<file path="config.mk">
export PLATFORM = sky130hd
export DESIGN_NAME = pwd_fifo
export DESIGN_NICKNAME = d
export VERILOG_FILES = /design/src/rtl/pwd_fifo.sv
export SDC_FILE = /design/constraint.sdc
export NUM_CORES = 1
export LEC_CHECK = 0
export BUFFER_PORTS_ARGS = -buffer_cell sky130_fd_sc_hd__buf_2
export CORE_ASPECT_RATIO = 1.1
export CORE_UTILIZATION = 50
export DETAILED_ROUTE_END_ITERATION = 6
export PLACE_DENSITY = 0.72
export SLEW_MARGIN = 20
export SYNTH_ARGS = -nofsm -noshare
export SYNTH_HDL_FRONTEND = slang
export SYNTH_SLANG_ARGS = --single-unit
</file>
<file path="constraint.sdc">
create_clock -name clock -period 2.75 [get_ports clock]
set_clock_uncertainty 0.05 [all_clocks]
set_input_delay 0.4125 -clock clock [delete_from_list [all_inputs] [get_ports clock]]
set_output_delay 0.4125 -clock clock [all_outputs]
set_load 0.01 [all_outputs]
</file>
<file path="src/rtl/pwd_fifo.sv">
// Small show-ahead queue used between front and heading unit and on the result side.
`default_nettype none

module pwd_fifo #(
   parameter int WIDTH = 8,
   parameter int DEPTH = 4
) (
   input  logic             clock,
   input  logic             reset,
   input  logic             push,
   input  logic [WIDTH-1:0] wdata,
   output logic             full,
   input  logic             pop,
   output logic [WIDTH-1:0] rdata,
   output logic             empty
);
   localparam int PTR_WIDTH = (DEPTH > 1) ? $clog2(DEPTH) : 1;
   localparam int CNT_WIDTH = $clog2(DEPTH + 1);

   logic [WIDTH-1:0]     mem [DEPTH];
   logic [PTR_WIDTH-1:0] wr_ptr_ff, wr_ptr_in;
   logic [PTR_WIDTH-1:0] rd_ptr_ff, rd_ptr_in;
   logic [CNT_WIDTH-1:0] count_ff, count_in;
   logic                 do_push, do_pop;

   assign full    = (count_ff == CNT_WIDTH'(DEPTH));
   assign empty   = (count_ff == '0);
   assign do_push = push && !full;
   assign do_pop  = pop && !empty;
   assign rdata   = mem[rd_ptr_ff];

   // Advance pointers, wrap at the depth
   always_comb begin
      wr_ptr_in = wr_ptr_ff;
      rd_ptr_in = rd_ptr_ff;
      count_in  = count_ff;
      if (do_push) begin
         wr_ptr_in = (wr_ptr_ff == PTR_WIDTH'(DEPTH - 1)) ? '0 : wr_ptr_ff + 1'b1;
      end
      if (do_pop) begin
         rd_ptr_in = (rd_ptr_ff == PTR_WIDTH'(DEPTH - 1)) ? '0 : rd_ptr_ff + 1'b1;
      end
      if (do_push && !do_pop) begin
         count_in = count_ff + 1'b1;
      end else if (do_pop && !do_push) begin
         count_in = count_ff - 1'b1;
      end
   end

   always_ff @(posedge clock) begin
      if (reset) begin
         wr_ptr_ff <= '0;
         rd_ptr_ff <= '0;
         count_ff  <= '0;
      end else begin
         wr_ptr_ff <= wr_ptr_in;
         rd_ptr_ff <= rd_ptr_in;
         count_ff  <= count_in;
      end
   end

   // Store the incoming beat
   always_ff @(posedge clock) begin
      if (do_push) begin
         mem[wr_ptr_ff] <= wdata;
      end
   end

endmodule

`default_nettype wire

</file>
==> key figures, run 1 <==
Status
  – Status: finished with violations
  – Failing checks: design-rule violations

Power and ir drop
  – Comb power frac: 0.245
  – Max VDD drop: approximately 400 uV
  – Static Leak: 0.6858 nW
  – Switching share of power: 0.2807
  – Switching pwr: about 450 uW
  – Clock group share of total power: 0.235
  – Seq pwr share: 0.520
  – Internal Power: approximately 1.1 mW
  – Pwr/cell area: 864.3 mW/mm^2

Synthesis
  – Post-Syn Instances: 92
  – Synth warn: 0
  – Post-Syn Nets: roughly 110
  – Mapped Area: 0.001645 sq mm
  – Register area share after synthesis: 0.6935
  – Synth Register Bits: between 40 and 50
  – Mean Syn Cell Area: around 18 sq um
  – Unique masters post-synth: 26

Clocking
  – H-tree depth: 2
  – TritonCTS clock tree: built
  – Clk_lat worst skew: 340 ps
  – Clock transition at path regs: roughly 120 ps
  – Postcts setup bufs: 0
  – Cts repair resizes: 0
  – Clock Path Buffers: 2
  – Cts bufs inserted: 5
  – Root buffer cell: clkbuf_4
  – Sink Count: 41
  – Hold bufs inserted after CTS: 0

Min path
  – Hold Path Class: in -> reg
  – WHS Path Cells: 1

STA
  – Fmax: around 0.40 GHz
  – Worst slew margin: 0.6451
  – RSZ-0062 raised after global routing: false
  – Final Hold Slack: approximately 230 ps
  – Slew of the pin with the lowest slew margin: ~530 ps
  – Final Hold Viols: 0
  – Worst setup margin: 252.2 ps
  – Final setup violation count: 0
  – Fin. max-slew vios: 0
  – Post-route setup TNS: 0 ps
  – Final worst path period need: roughly 2500 ps
  – Final period utilization: 0.9083

Place
  – Placed cell count: around 140
  – # port buffers: 21
  – Placed cell area: about 0.0018 sq mm
  – Post-DP HPWL: 1694 um
  – RePlAce Congestion: roughly 0.69
  – Post-place setup slack: 302.8 ps

Detailed routing
  – Antenna Nets Post-Route: 0
  – Initial DRC Count: 31
  – Post-Route WL: 2555 um
  – Vias: 836
  – DRC viols: 4
  – Via-to-Cell Ratio: approximately 5.5
  – WL/cell: between 15 and 20 um
  – Drt first pass iters: 6

Floorplanning
  – Row Count: 21
  – Ports: 22
  – Die height: between 60 and 70 um
  – Die area: between 0.003 and 0.004 sq mm
  – Initial core utilization: 0.5307
  – Core footprint: around 0.0031 sq mm
  – Die X: 56.70 um

Setup path
  – Worst Path Required: 2980 ps
  – Reg2reg path depth: 9
  – Worst Path Arrival: approximately 2700 ps
  – Setup CP Type: reg -> reg
  – CP Capture Type: flop
  – Setup crit start kind: flop
  – Crit Path Max Fanout: 7

Cells and area
  – Layout net count: between 100 and 150
  – Ant. Diodes: 0
  – Share of cells above drive strength 1: 0.3761
  – Fill cells: 250
  – Finished Layout Cells: 151
  – Final instance area: about 0.0018 sq mm
  – Area Overhead vs Synth: 12.09%

Global route
  – Largest net degree at the start of global routing: 13
  – Initial antenna violation count: 0
  – Global-route wire length before repair: 4022 um
  – Vias in the first global route: around 840
  – GRT Total Usage: 0.1632
  – Gr ovfl total: 0

Flow run
  – Maxcap violations: 0
==> path summary, 6_finish.rpt <==
path                                    from     endpoint  slack, ps
worst max-delay path             count_ff[0]  count_ff[2]        250
worst min-delay path                wdata[2]    mem[2][2]        230
worst min register to register  rd_ptr_ff[0]         flop        470
worst max register to register   count_ff[0]  count_ff[2]        250
==> through the flow <==
stage	power, mW	utilization
after detailed placement	1.236	0.5706
after floorplan	1.117	-
final	1.594	0.5948
after global placement	1.213	0.5706
after global routing	1.675	0.5948
after CTS	1.609	0.5948
==> placed cells by master (no fill, tap or decap), drive strengths merged, types with 3 or more instances in the layout <==
| cell type | count |
|---|---|
| nor2 | 4 |
| inv | 4 |
| edfxtp | 32 |
| mux4 | 8 |
| ha | 6 |
| and3 | 4 |
| buf | 21 |
| a21oi | 3 |
| dfxtp | 9 |
| clkbuf | 6 |
==> Yosys cell counts, drive strengths merged <==
library cell | instances | area share
o21ai | 2 | 0.0061
or3 | 2 | 0.0084
dfxtp | 9 | 0.11
a21oi | 3 | 0.0091
nor3 | 2 | 0.0061
clkinv | 1 | 0.0053
ha | 6 | 0.046
and3 | 4 | 0.018
fa | 1 | 0.012
buf | 3 | 0.012
or3b | 1 | 0.0053
nor2 | 4 | 0.011
edfxtp | 32 | 0.58
xor2 | 2 | 0.011
clkbuf | 1 | 0.0023
nand2 | 1 | 0.0023
mux2i | 2 | 0.012
nand3 | 2 | 0.0061
inv | 4 | 0.0091
o31ai | 2 | 0.015
mux4 | 8 | 0.11
==> registers in the layout, indices dropped and copies added, names as in the netlist, named ones only <==
name	flops
count_ff	3
mem	32
rd_ptr_ff	2
wr_ptr_ff	2
==> kinds of logic (layout without fill, tap and decap cells) <==
| group | count (synthesis) | after routing | synth area share |
|---|---|---|---|
| DFF | 41 | 41 | 0.6935 |
| and+or+nand+nor | 16 | 16 | 0.05704 |
| muxes | 10 | 10 | 0.1217 |
| buffers and inverters | 9 | 34 | 0.02889 |
| adders and majority gates | 7 | 7 | 0.05779 |
| AOI/OAI and AO/OA | 7 | 7 | 0.03041 |
| xor gates and xnor gates | 2 | 2 | 0.01065 |
==> layout make-up <==
type,instances,area (sq um),share of cell area
Timing Repair Buffer,21,105.1,0.05699
Clock buffer,6,41.29,0.02239
Clock inverter,2,33.78,0.01832
Multi-Input combinational cell,42,456.7,0.2476
Tap cell,34,42.54,0.02307
Sequential cell,41,1141,0.6187
Inverter,5,23.77,0.01289
==> worst max-delay path: stages, from the launching register on <==
cell and delay (ps):
dfxtp_1 450, or3b_1 310, clkinv_4 90, nor2_2 140
ha_1 210, inv_1 60, fa_1 380, xor2_1 160
or3_2 420, a21oi_1 160
==> power by group through the flow <==
stage	logic, mW	clock network (mW)	registers, mW
floorplan	0.314	0	0.803
global placement	0.373	0	0.840
detailed placement	0.390	0	0.846
CTS	0.393	0.383	0.833
global route	0.427	0.407	0.842
finish	0.391	0.374	0.828
==> metal layers <==
layer / GRT usage / vias to the layer above / part of all wire
met4: 0.08438 / 0 / 0.020
met5: 0 / - / 0
li1: - / 402 / -
met2: 0.2679 / 19 / 0.52
met3: 0.05625 / 6 / 0.042
met1: 0.1872 / 409 / 0.41
(Power assumes the default switching activity.)
==> run 2, diff against run 1 <==
CORE_UTILIZATION = 45   (was 50)
PLACE_DENSITY = 0.66   (was 0.72)
==> run 2 against run 1 <==
Net effect:
- the run now ends clean
- via count shrank 1.2%
- fmax grew 2.2%
- register-to-register slack gained 50 ps
- sequential cell count is the same
- critical path type unchanged
- critical endpoint unchanged
- largest cell class unchanged
==> key figures, run 2 (same netlist as run 1, synthesis figures left out) <==
Status
  – Status: finished, final reports clean

Setup path
  – Reg-to-reg startpoint: count_ff[0]
  – R2r setup slk: 300 ps (+50 ps)
  – Crit Path Max Fanout: 7 (unchanged)
  – CP Capture Type: flop
  – Crit path largest cell delay: 460 ps (about the same)
  – Worst Path Buf+Inv: 2 (unchanged)
  – Crit path cell chain: or3b_1, clkinv_4, nor2_2, ha_1, inv_1, fa_1, xor2_1, or3_2, a21oi_1
  – Reg2reg path depth: 9 (unchanged)
  – Crit-path leading delay family: simple AND/OR/NAND/NOR gates
  – Worst Path Arrival: 2660 ps (-70 ps)
  – Setup crit start kind: flop
  – Worst R2R End: count_ff[2]
  – Setup CP Type: reg -> reg
  – Worst Path Required: 2960 ps (-20 ps)
  – Slowest library cell on the worst path: dfxtp_1

Detailed routing
  – Via-to-Cell Ratio: 5.006 (-9.6%)
  – Post-Route WL: 2444 um (-4.3%)
  – Vias: 826 (-1.2%)
  – Drt first pass iters: 4 (-2)
  – Initial DRC Count: 16 (-48%)
  – WL/cell: 14.81 um (-12%)
  – DRC viols: 0 (-4)
  – Antenna Nets Post-Route: 0 (unchanged)

Place
  – # port buffers: 21 (unchanged)
  – Post-DP HPWL: 1736 um (+2.5%)
  – Placed cell area: 0.001787 sq mm (+0.99%)
  – RePlAce Congestion: 0.7370 (+7.2%)

Cells and area
  – Max reg flops: 32 (unchanged)
  – Most common cell after layout, fill and taps aside: edfxtp_1
  – Layout net count: 135 (unchanged)
  – Share of cells above drive strength 1: 0.3932 (+0.01709)
  – Largest regs: mem x32, count_ff x3
  – Ant. Diodes: 0 (unchanged)
  – Most frequent cells in the layout: 32 x edfxtp_1, 21 x buf_2, 9 x dfxtp_1
  – Final instance area: 0.001857 sq mm (+0.68%)
  – Area Overhead vs Synth: 12.85%
  – Largest Register: mem

STA
  – Post-route setup TNS: 0 ps (unchanged)
  – Final worst path period need: 2445 ps (-52.81 ps)
  – Worst slew margin: 0.6282 (-0.01687)
  – RSZ-0062 raised after global routing: false
  – Final setup violation count: 0 (unchanged)
  – Slew of the pin with the lowest slew margin: 556.9 ps (+25.26 ps)
  – Fmax: 0.4090 GHz (+2.2%)
  – Final period utilization: 0.8891 (-0.01920)
  – Fin. max-slew vios: 0 (unchanged)
  – Final Hold Viols: 0 (unchanged)

Clocking
  – Clock Path Buffers: 2 (unchanged)
  – Cts bufs inserted: 5 (unchanged)
  – Clock transition at path regs: 110 ps (about the same)
  – Hold bufs inserted after CTS: 0 (unchanged)
  – Root buffer cell: clkbuf_4
  – H-tree depth: 2 (unchanged)
  – Postcts setup bufs: 0 (unchanged)
  – Clk_lat worst skew: 330 ps (about the same)
  – Sink Count: 41 (unchanged)
  – TritonCTS clock tree: built
  – Cts repair resizes: 0 (unchanged)

Power and ir drop
  – Max VDD drop: 389.6 uV (-4.6%)
  – Clock group share of total power: 0.210 (-0.025)
  – Switching share of power: 0.2844 (+0.003703)
  – Switching pwr: 439.4 uW (-1.8%)
  – Seq pwr share: 0.537 (+0.017)
  – Internal Power: 1.106 mW (-3.6%)
  – Pwr/cell area: 832.1 mW/mm^2 (-3.7%)
  – Static Leak: 0.6872 nW (+0.21%)
  – Comb power frac: 0.253 (+0.008)

Min path
  – Hold Path Sink: mem[3][2]
  – Hold Path Class: in -> reg
  – WHS Path Cells: 1 (unchanged)
  – HP Start: wdata[2]

Global route
  – Initial antenna violation count: 0 (unchanged)
  – Largest net degree at the start of global routing: 13 (unchanged)
  – Vias in the first global route: 880 (+4.4%)
  – Gr ovfl total: 0 (unchanged)
  – Global-route wire length before repair: 4071 um (+1.2%)
  – GRT Total Usage: 0.1570 (-0.006233)

Floorplanning
  – Ports: 22 (unchanged)
  – Die height: 65.42 um (+5.2%)
  – Row Count: 22 (+4.8%)
  – Initial core utilization: 0.4820 (-0.04863)
  – Die area: 0.003903 sq mm (+11%)
  – Core footprint: 0.003413 sq mm (+10%)
  – Die X: 59.66 um (+5.2%)

Flow run
  – Maxcap violations: 0 (unchanged)
-- run 2: cell count changes in the layout (fill, tap and decap cells not counted), sizes merged --
cell and delta:
bufinv -1, clkbuf +1
-- run 2: area by class of cell --
type	count	area, sq um
fill	303	1556
sequential	41	1141
multi-input combinational	42	456.7
timing repair buffer	21	105.1
clock buffer	7	65.06
tap	48	60.06
inverter	5	23.77
clock inverter	1	5.005
-- run 2: metal layers --
layer	share of wire	track usage	wire (um)	up-vias
li1	-	-	-	398
met1	0.43	0.1754	1043	404
met2	0.52	0.2500	1281	22
met3	0.041	0.07087	99	2
met4	0.0082	0.07849	20	0
met5	0	0	0	-
-- run 2: how the worst max path moves through the flow --
stage,slack (ps),endpoint,from,cells past startpoint
final,300,count_ff[2],count_ff[0],9
after CTS,300,count_ff[2],count_ff[0],9
after detailed placement,310,count_ff[2],count_ff[0],9
after floorplan,530,count_ff[2],count_ff[0],10
after global routing,190,count_ff[2],count_ff[0],9
after global placement,440,count_ff[2],count_ff[0],9
-- run 2: power groups by stage --
stage | clock [mW] | combinational (mW) | sequential (mW)
3_5_place_dp | 0 | 0.393 | 0.848
6_report | 0.324 | 0.391 | 0.829
2_1_floorplan | 0 | 0.314 | 0.803
3_3_place_gp | 0 | 0.376 | 0.841
5_1_grt | 0.375 | 0.435 | 0.844
4_1_cts | 0.340 | 0.395 | 0.833
-- run 2: through the flow --
stage	setup WS (ps)	hold WS, ps	cells	util	power [mW]
floorplan	526.5	413.4	92	-	1.117
global placement	437.3	429.2	157	0.5235	1.217
detailed placement	308.3	459.7	157	0.5235	1.241
CTS	297.3	220.0	165	0.5440	1.569
global route	187.5	196.3	165	0.5440	1.654
finish	305.0	243.6	165	0.5440	1.545
